File: config.mk
export PLATFORM = sky130hd
export DESIGN_NAME = modular_exponentiation_flat
export DESIGN_NICKNAME = d
export VERILOG_FILES = /design/src/hdl/modexp_pkg.sv /design/src/hdl/modexp_cfg_if.sv /design/src/hdl/modexp_in_if.sv /design/src/hdl/modexp_out_if.sv /design/src/hdl/modular_exponentiation.sv /design/src/flat_wrapper.sv
export VERILOG_INCLUDE_DIRS = /design/src /design/src/hdl
export SDC_FILE = /design/constraint.sdc
export NUM_CORES = 1
export LEC_CHECK = 0
export BUFFER_PORTS_ARGS = -buffer_cell sky130_fd_sc_hd__clkbuf_2
export CAP_MARGIN = 20
export CORE_MARGIN = 1
export CORE_UTILIZATION = 56
export DETAILED_ROUTE_END_ITERATION = 10
export GPL_ROUTABILITY_DRIVEN = 0
export PLACE_DENSITY_LB_ADDON = 0.05
export SETUP_SLACK_MARGIN = 0.15
export SLEW_MARGIN = 5
export SYNTH_ARGS = -nofsm -noshare
export SYNTH_HDL_FRONTEND = slang
export SYNTH_SLANG_ARGS = --single-unit
export TNS_END_PERCENT = 1
File: constraint.sdc
create_clock -name clk -period 6.48 [get_ports clk]
set_input_delay 0.972 -clock clk [delete_from_list [all_inputs] [get_ports clk]]
set_output_delay 0.972 -clock clk [all_outputs]
set_load 0.1 [all_outputs]
File: src/hdl/assert_macros.svh
// assertion helpers, clocked on clk and disabled while rst_n is low
`ifndef ASSERT_MACROS_SVH
`define ASSERT_MACROS_SVH

// same-cycle implication
`define ASSERT_IMP(label, ante, cons, msg) \
    label: assert property (@(posedge clk) disable iff (!rst_n) (ante) |-> (cons)) \
        else $error(msg);

// next-cycle implication
`define ASSERT_NXT(label, ante, cons, msg) \
    label: assert property (@(posedge clk) disable iff (!rst_n) (ante) |=> (cons)) \
        else $error(msg);

`endif

File: src/hdl/modexp_pkg.sv
`default_nettype none

package modexp_pkg;

    localparam int WORD_BITS_DEF = 32;
    localparam int FIELD_BITS    = 32;
    localparam int INDEX_BITS    = 2;

    localparam logic [INDEX_BITS-1:0] REG_MODULUS  = 2'd0;
    localparam logic [INDEX_BITS-1:0] REG_EXPONENT = 2'd1;

    typedef logic [2:0] step_t;

    localparam step_t STEP_IDLE     = 3'd0;
    localparam step_t STEP_REDUCE   = 3'd1;
    localparam step_t STEP_SET_ACC  = 3'd2;
    localparam step_t STEP_MUL_ACC  = 3'd3;
    localparam step_t STEP_SET_SQR  = 3'd4;
    localparam step_t STEP_MUL_SQR  = 3'd5;
    localparam step_t STEP_NEXT_BIT = 3'd6;
    localparam step_t STEP_EMIT     = 3'd7;

    typedef enum logic [2:0] {
        OP_START,
        OP_REDUCE,
        OP_SET_ACC,
        OP_MUL_ACC,
        OP_SET_SQR,
        OP_MUL_SQR,
        OP_NEXT_BIT,
        OP_EMIT
    } op_t;

    typedef enum logic [2:0] {
        COND_ALWAYS,
        COND_REQ,
        COND_MUL_DONE,
        COND_EXP_BIT,
        COND_LAST_BIT,
        COND_OUT_FREE
    } cond_t;

    typedef struct packed {
        op_t   op;
        cond_t cond;
        step_t on_true;
        step_t on_false;
    } ctl_t;

    // microprogram: one control word per step
    function automatic ctl_t ucode(input step_t pc);
        ctl_t w;
        case (pc)
            STEP_IDLE:     w = '{OP_START,    COND_REQ,      STEP_REDUCE,  STEP_IDLE};
            STEP_REDUCE:   w = '{OP_REDUCE,   COND_MUL_DONE, STEP_SET_ACC, STEP_REDUCE};
            STEP_SET_ACC:  w = '{OP_SET_ACC,  COND_EXP_BIT,  STEP_MUL_ACC, STEP_SET_SQR};
            STEP_MUL_ACC:  w = '{OP_MUL_ACC,  COND_MUL_DONE, STEP_SET_SQR, STEP_MUL_ACC};
            STEP_SET_SQR:  w = '{OP_SET_SQR,  COND_ALWAYS,   STEP_MUL_SQR, STEP_MUL_SQR};
            STEP_MUL_SQR:  w = '{OP_MUL_SQR,  COND_MUL_DONE, STEP_NEXT_BIT, STEP_MUL_SQR};
            STEP_NEXT_BIT: w = '{OP_NEXT_BIT, COND_LAST_BIT, STEP_EMIT,    STEP_SET_ACC};
            STEP_EMIT:     w = '{OP_EMIT,     COND_OUT_FREE, STEP_IDLE,    STEP_EMIT};
            default:       w = '{OP_START,    COND_REQ,      STEP_REDUCE,  STEP_IDLE};
        endcase
        return w;
    endfunction

endpackage

`default_nettype wire

File: src/hdl/modexp_cfg_if.sv
`default_nettype none

interface modexp_cfg_if;
    logic                                valid;
    logic                                ready;
    logic [modexp_pkg::INDEX_BITS-1:0]   index;
    logic [modexp_pkg::FIELD_BITS-1:0]   data;

    modport source (output valid, output index, output data, input ready);
    modport sink (input valid, input index, input data, output ready);
endinterface

`default_nettype wire

File: src/hdl/modexp_in_if.sv
`default_nettype none

interface modexp_in_if;
    logic                              valid;
    logic                              ready;
    logic [modexp_pkg::FIELD_BITS-1:0] base;

    modport source (output valid, output base, input ready);
    modport sink (input valid, input base, output ready);
endinterface

`default_nettype wire

File: src/hdl/modexp_out_if.sv
`default_nettype none

interface modexp_out_if;
    logic                              valid;
    logic                              ready;
    logic [modexp_pkg::FIELD_BITS-1:0] power_mod;

    modport source (output valid, output power_mod, input ready);
    modport sink (input valid, input power_mod, output ready);
endinterface

`default_nettype wire

File: src/hdl/modular_exponentiation.sv
// modular exponentiation: power_mod = base ^ exponent mod modulus
// cfg: register writes, index 0 modulus, index 1 exponent, other indexes ignored;
//   taken only while the sequencer is idle; a modulus of zero acts as one
// operand: one base per request; result: one power_mod per request
// a microcoded sequencer drives one shared doubling modular multiplier:
//   each modular product handles one multiplier bit per cycle
// per request: reduce the base, then scan all WORD_BITS exponent bits from the
//   lowest, squaring for every bit and multiplying in for each one bit
// one request at a time; the next is taken in the cycle after the result is
//   loaded into the output register, so a stalled receiver holds back only the
//   following result, never the one already waiting
// reset: modulus and exponent return to 1, no result is pending
`default_nettype none

module modular_exponentiation #(
    parameter int WORD_BITS = modexp_pkg::WORD_BITS_DEF
) (
    input  wire logic          clk,
    input  wire logic          rst_n,
    modexp_cfg_if.sink         cfg,
    modexp_in_if.sink          operand,
    modexp_out_if.source       result
);

    localparam int CNT_BITS = $clog2(WORD_BITS);
    localparam logic [CNT_BITS-1:0] LAST_CNT = CNT_BITS'(WORD_BITS - 1);

    typedef logic [WORD_BITS-1:0] word_t;
    typedef logic [CNT_BITS-1:0]  cnt_t;

    function automatic word_t add_mod(input word_t a, input word_t b, input word_t m);
        word_t room;
        room = m - b;
        return (a >= room) ? (a - room) : (a + b);
    endfunction

    modexp_pkg::step_t pc_reg, pc_next;
    logic              out_valid_reg, out_valid_next;
    cnt_t              mcnt_reg, mcnt_next;
    cnt_t              ecnt_reg, ecnt_next;
    word_t             modulus_reg, modulus_next;
    word_t             exponent_reg, exponent_next;

    word_t             prod_reg, prod_next;
    word_t             x_reg, x_next;
    word_t             y_reg, y_next;
    word_t             acc_reg, acc_next;
    word_t             pw_reg, pw_next;
    word_t             exp_reg, exp_next;
    logic [modexp_pkg::FIELD_BITS-1:0] out_data_reg, out_data_next;

    modexp_pkg::ctl_t  ctl;
    logic              cond_ok;
    logic              mul_done;
    logic              out_free;
    logic              req_fire;
    logic              cfg_fire;
    word_t             m_eff;
    word_t             one_mod;
    word_t             prod_step;
    word_t             x_step;

    assign ctl       = modexp_pkg::ucode(pc_reg);
    assign m_eff     = (modulus_reg == '0) ? word_t'(1) : modulus_reg;
    assign one_mod   = (modulus_reg <= word_t'(1)) ? '0 : word_t'(1);
    assign mul_done  = (mcnt_reg == LAST_CNT);
    assign prod_step = y_reg[0] ? add_mod(prod_reg, x_reg, m_eff) : prod_reg;
    assign x_step    = add_mod(x_reg, x_reg, m_eff);
    assign out_free  = !out_valid_reg || result.ready;

    // config wins over a new request in the same cycle
    assign cfg.ready     = (pc_reg == modexp_pkg::STEP_IDLE);
    assign operand.ready = (pc_reg == modexp_pkg::STEP_IDLE) && !cfg.valid;
    assign req_fire      = operand.valid && operand.ready;
    assign cfg_fire      = cfg.valid && cfg.ready;

    assign result.valid     = out_valid_reg;
    assign result.power_mod = out_data_reg;

    always_comb
    begin
        case (ctl.cond)
            modexp_pkg::COND_ALWAYS:   cond_ok = 1'b1;
            modexp_pkg::COND_REQ:      cond_ok = req_fire;
            modexp_pkg::COND_MUL_DONE: cond_ok = mul_done;
            modexp_pkg::COND_EXP_BIT:  cond_ok = exp_reg[0];
            modexp_pkg::COND_LAST_BIT: cond_ok = (ecnt_reg == LAST_CNT);
            modexp_pkg::COND_OUT_FREE: cond_ok = out_free;
            default:                   cond_ok = 1'b1;
        endcase
        pc_next = cond_ok ? ctl.on_true : ctl.on_false;
    end

    always_comb
    begin
        modulus_next   = modulus_reg;
        exponent_next  = exponent_reg;
        out_valid_next = result.ready ? 1'b0 : out_valid_reg;
        out_data_next  = out_data_reg;
        mcnt_next      = mcnt_reg;
        ecnt_next      = ecnt_reg;
        prod_next      = prod_reg;
        x_next         = x_reg;
        y_next         = y_reg;
        acc_next       = acc_reg;
        pw_next        = pw_reg;
        exp_next       = exp_reg;

        if (cfg_fire)
        begin
            if (cfg.index == modexp_pkg::REG_MODULUS)
            begin
                modulus_next = word_t'(cfg.data);
            end
            else if (cfg.index == modexp_pkg::REG_EXPONENT)
            begin
                exponent_next = word_t'(cfg.data);
            end
        end

        case (ctl.op)
            modexp_pkg::OP_START:
            begin
                if (req_fire)
                begin
                    // base mod m as (1 mod m) times base
                    x_next    = one_mod;
                    y_next    = word_t'(operand.base);
                    prod_next = '0;
                    acc_next  = one_mod;
                    exp_next  = exponent_reg;
                    ecnt_next = '0;
                    mcnt_next = '0;
                end
            end
            modexp_pkg::OP_REDUCE, modexp_pkg::OP_MUL_ACC, modexp_pkg::OP_MUL_SQR:
            begin
                prod_next = prod_step;
                x_next    = x_step;
                y_next    = y_reg >> 1;
                mcnt_next = mul_done ? '0 : mcnt_reg + cnt_t'(1);
                if (mul_done)
                begin
                    if (ctl.op == modexp_pkg::OP_MUL_ACC)
                    begin
                        acc_next = prod_step;
                    end
                    else
                    begin
                        pw_next = prod_step;
                    end
                end
            end
            modexp_pkg::OP_SET_ACC:
            begin
                x_next    = acc_reg;
                y_next    = pw_reg;
                prod_next = '0;
            end
            modexp_pkg::OP_SET_SQR:
            begin
                x_next    = pw_reg;
                y_next    = pw_reg;
                prod_next = '0;
            end
            modexp_pkg::OP_NEXT_BIT:
            begin
                exp_next  = exp_reg >> 1;
                ecnt_next = (ecnt_reg == LAST_CNT) ? '0 : ecnt_reg + cnt_t'(1);
            end
            modexp_pkg::OP_EMIT:
            begin
                if (out_free)
                begin
                    out_valid_next = 1'b1;
                    out_data_next  = modexp_pkg::FIELD_BITS'(acc_reg);
                end
            end
            default:
            begin
                prod_next = prod_reg;
            end
        endcase
    end

    always_ff @(posedge clk or negedge rst_n)
    begin
        if (!rst_n)
        begin
            pc_reg        <= modexp_pkg::STEP_IDLE;
            out_valid_reg <= 1'b0;
            mcnt_reg      <= '0;
            ecnt_reg      <= '0;
            modulus_reg   <= word_t'(1);
            exponent_reg  <= word_t'(1);
        end
        else
        begin
            pc_reg        <= pc_next;
            out_valid_reg <= out_valid_next;
            mcnt_reg      <= mcnt_next;
            ecnt_reg      <= ecnt_next;
            modulus_reg   <= modulus_next;
            exponent_reg  <= exponent_next;
        end
    end

    always_ff @(posedge clk)
    begin
        prod_reg     <= prod_next;
        x_reg        <= x_next;
        y_reg        <= y_next;
        acc_reg      <= acc_next;
        pw_reg       <= pw_next;
        exp_reg      <= exp_next;
        out_data_reg <= out_data_next;
    end

`include "assert_macros.svh"

    `ASSERT_IMP(a_idle_cnt, pc_reg == modexp_pkg::STEP_IDLE, mcnt_reg == '0, "bit counter busy in idle")
    `ASSERT_IMP(a_reduced, pc_reg != modexp_pkg::STEP_IDLE, (prod_reg < m_eff) && (x_reg < m_eff) && (acc_reg < m_eff), "operand not reduced")
    `ASSERT_IMP(a_emit_src, $rose(out_valid_reg), $past(pc_reg) == modexp_pkg::STEP_EMIT, "result without emit step")
    `ASSERT_NXT(a_start, req_fire, pc_reg == modexp_pkg::STEP_REDUCE, "request did not start reduction")

endmodule

`default_nettype wire
File: src/flat_wrapper.sv
// flat-port wrapper written by rule: the top's interface ports become plain ports
module modular_exponentiation_flat 
#(
    parameter int WORD_BITS = modexp_pkg::WORD_BITS_DEF
)
  (clk, rst_n, cfg_valid, cfg_index, cfg_data, cfg_ready, operand_valid, operand_base, operand_ready, result_valid, result_power_mod, result_ready);
  modexp_cfg_if cfg_i ();
  modexp_in_if operand_i ();
  modexp_out_if result_i ();
  input  wire logic clk;
  input  wire logic rst_n;
  input wire logic [$bits(cfg_i.valid)-1:0] cfg_valid;
  input wire logic [$bits(cfg_i.index)-1:0] cfg_index;
  input wire logic [$bits(cfg_i.data)-1:0] cfg_data;
  output wire logic [$bits(cfg_i.ready)-1:0] cfg_ready;
  input wire logic [$bits(operand_i.valid)-1:0] operand_valid;
  input wire logic [$bits(operand_i.base)-1:0] operand_base;
  output wire logic [$bits(operand_i.ready)-1:0] operand_ready;
  output wire logic [$bits(result_i.valid)-1:0] result_valid;
  output wire logic [$bits(result_i.power_mod)-1:0] result_power_mod;
  input wire logic [$bits(result_i.ready)-1:0] result_ready;
  assign cfg_i.valid = cfg_valid;
  assign cfg_i.index = cfg_index;
  assign cfg_i.data = cfg_data;
  assign cfg_ready = cfg_i.ready;
  assign operand_i.valid = operand_valid;
  assign operand_i.base = operand_base;
  assign operand_ready = operand_i.ready;
  assign result_valid = result_i.valid;
  assign result_power_mod = result_i.power_mod;
  assign result_i.ready = result_ready;
  modular_exponentiation #(.WORD_BITS(WORD_BITS)) u_core (.clk(clk), .rst_n(rst_n), .cfg(cfg_i), .operand(operand_i), .result(result_i));
endmodule
==> summary.md <==
| Metric | Value |
|---|---|
| Run status | finished clean |
| Final Hold Viols | 0 |
| Flop and latch count out of synthesis | about 300 |
| Vias per Instance | between 6 and 7 |
| Fmax achieved | around 0.15 GHz |
| Total setup violations reported at the end of the flow | 0 |
| Data arrival time at the worst-slack endpoint | 6800 ps |
| Maximum clock skew at final layout | 15.6 ps |
| Clk_lat worst skew | 540 ps |
| Reg-to-Reg End | u_core.acc_reg[30] |
| Post-placement worst setup slack | -312 ps |
| Initial core utilization | roughly 57% |
| Total overflow reported by the global router | 0 |
| Global-route wire length before repair | 76500 um |
| Setup repair after global routing missed its margin | true |
| Post-synthesis area per instance | ~11 um^2 |
| Vias in the first global route | 14300 |
| CTS max path bufs | 3 |
| Final antenna-violating net count | 0 |
| Number of instances in the synthesized netlist | 1789 |
| Clock tree from TritonCTS | built |
| Number of enable-type register cells in the synthesized netlist | about 220 |
| Classification of the worst-slack hold path | in -> async |
| All-layer global routing usage | 28.8% |
| Die height | around 190 um |
| Area growth from synthesis to final layout | 18.0% |
| Initial drt markers | ~930 |
| Biggest cell delay along the critical path | 400 ps |
| Category of the worst setup path capture point | flop |
| Register area share after synthesis | around 46% |
| Initial DRT Pass Iterations | 5 |
| Filler cell count | about 2600 |
| Ratio of cells with drive above 1 in the final layout | between 20% and 30% |
| Row cnt | 67 |
| Clock-pin transition on the worst setup and hold timing paths | 60 ps |
| Launch point of the worst reg-to-reg path | u_core.modulus_reg[28] |
| Final nets | 2190 |
| Clock Sink Count | just over 300 |
| Slowest cell on the critical path | sky130_fd_sc_hd__a211o_2 |
| Pin count of the biggest net entering global routing | between 70 and 80 |
| Ratio of final minimum period to clock period | between 90% and 100% |
| Die W | approximately 190 um |
| Number of top-level pins | 106 |
| R2r setup slk | approximately 25 ps |
| Number of cells on the worst reg-to-reg path | 32 |
| Wire length per cell after detailed routing | about 20 um |
| Worst slew margin | 43.3% |
| DPL Wire Length | between 30000 and 40000 um |
| Clock buffers created by TritonCTS | 34 |
| Area of the die | about 35000 um^2 |
| Std-Cell Core Area | approximately 33000 um^2 |
| Maximum fanout along the worst path | 6 |
| Remaining design rule violation count | 0 |
| Syn_nets | ~2000 |
| Max H-tree Level | 2 |
| Data required time of the critical path | around 6800 ps |
| Post-synthesis instance area | between 15000 and 20000 um^2 |
| Final routed wirelength across all metal layers | 49900 um |
| Startpoint class of the critical path | flop |
| Max-cap viol count | 0 |
| Hold-fix buffers, CTS | 0 |
| Buffers on Ports | ~110 |
| Transition time at the pin with the least slew margin | 840 ps |
| Critical path type | reg -> reg |
| Antenna violations before repair | 0 |
| Setup WS post-layout | around 25 ps |
| Dominant register cell in the synthesized netlist | sky130_fd_sc_hd__edfxtp_1 |
| Share of flip-flops with an asynchronous set or reset | between 20% and 30% |
| Final slew viol count | 0 |
| Synth cell types | between 80 and 90 |
| Final critical-path required period | around 6500 ps |
| Via count of the routed design | 14900 |
| Root Buffer Master | sky130_fd_sc_hd__clkbuf_16 |
| Ys Warns | 0 |
| Antenna cells | 0 |
-- layer usage --
layer,global-route usage (%),wire [um],vias up
met2,49.9,25000,417
met4,15.7,2580,0
met1,35.3,20500,7230
met5,0,0,-
met3,3.12,1810,153
li1,-,-,7085
-- through the flow --
stage | std cells | hold WS [ps] | area [um^2] | util, % | setup TNS [ps]
3_5_place_dp | 2368 | 440 | 20700 | 61.8 | -17930
5_1_grt | 2453 | 267 | 22400 | 67.0 | -15050
3_3_place_gp | 2368 | 433 | 20700 | 61.8 | -11220
6_report | 2453 | 271 | 22400 | 67.0 | 0
4_1_cts | 2431 | 453 | 21900 | 65.5 | 0
2_1_floorplan | 1789 | 427 | 19000 | - | 0
-- synth_stat cells (all sizes together) (26+ instances only) --
cell	number	share of area [%]
nand3	27	0.71
nor2	98	1.9
dfrtp	76	10
ha	133	8.8
a21o	56	2.2
xor2	40	1.8
xnor2	70	3.3
a22oi	56	2.2
nand2	132	2.6
edfxtp	224	35
a21oi	143	3.8
and2	31	1.0
nand2b	27	0.89
mux2	104	6.2
mux2i	26	1.4
inv	79	1.6
clkbuf	78	1.5
o21ai	102	2.7
-- logic make-up (layout without fill, tap and decap cells) --
| logic type | count (synthesis) | count (layout) | share of synthesized area (%) |
|---|---|---|---|
| xor+xnor | 110 | 110 | 5.17 |
| buf+inv | 167 | 383 | 3.39 |
| simple gates | 421 | 421 | 10.7 |
| compound gates | 519 | 519 | 18.1 |
| fa+ha+maj | 139 | 139 | 9.29 |
| mux | 131 | 131 | 7.65 |
| flops | 302 | 302 | 45.7 |
-- critical path: cells and delay by family (launching register included) --
family	cells	cell delay [ps]
buffers and inverters	6	680
XOR/XNOR	1	110
AO/OA/AOI/OAI	14	2840
flip-flops	1	390
adder cells (fa/ha/maj)	3	850
AND/OR/NAND/NOR	8	1400
-- cell type report --
cell class | instances | area (um^2) | share of cell area [%]
inverters | 79 | 299 | 1.33
repair buffers | 245 | 1720 | 7.66
clock inverters | 16 | 166 | 0.742
flip-flops and latches | 302 | 8680 | 38.7
well taps | 448 | 561 | 2.50
multi-input cells | 1320 | 10000 | 44.8
clock buffers | 43 | 948 | 4.23
-- cells in the final DEF (no fill, tap or decap), drive strengths merged, types with 17 or more instances in the layout --
cell    instances
o21bai         23
xor2           40
clkbuf        151
dfrtp          76
edfxtp        224
a31oi          19
nor2b          18
nand2b         27
a21oi         143
a21o           56
a22oi          56
ha            133
mux2          104
xnor2          70
nand3          27
o21ai         102
buf           137
nor2           98
and2           31
nor3           23
mux2i          26
inv            81
nand4          17
o21a           23
nand2         132
-- repair_timing --
action,in CTS,in global routing
setup buffers,4,17
cloned,0,4
endpoints found under the hold margin,0,0
setup endpoints to repair,128,128
resized for setup,22,68
pin swaps,13,61
-- worst max-delay path by stage --
stage | startpoint | endpoint | slack, ps | depth (start not counted)
CTS | u_core.modulus_reg[28] | u_core.acc_reg[30] | 140 | 29
global route | u_core.modulus_reg[28] | u_core.prod_reg[30] | -250 | 32
detailed placement | u_core.modulus_reg[26] | u_core.x_reg[7] | -310 | 33
global placement | u_core.modulus_reg[30] | u_core.x_reg[29] | -220 | 32
floorplan | u_core.modulus_reg[31] | u_core.acc_reg[17] | 160 | 30
finish | u_core.modulus_reg[28] | u_core.acc_reg[30] | 30 | 32
Power is not shown: default switching activity piles up to over one toggle a cycle in this logic, so the estimate is an artifact.
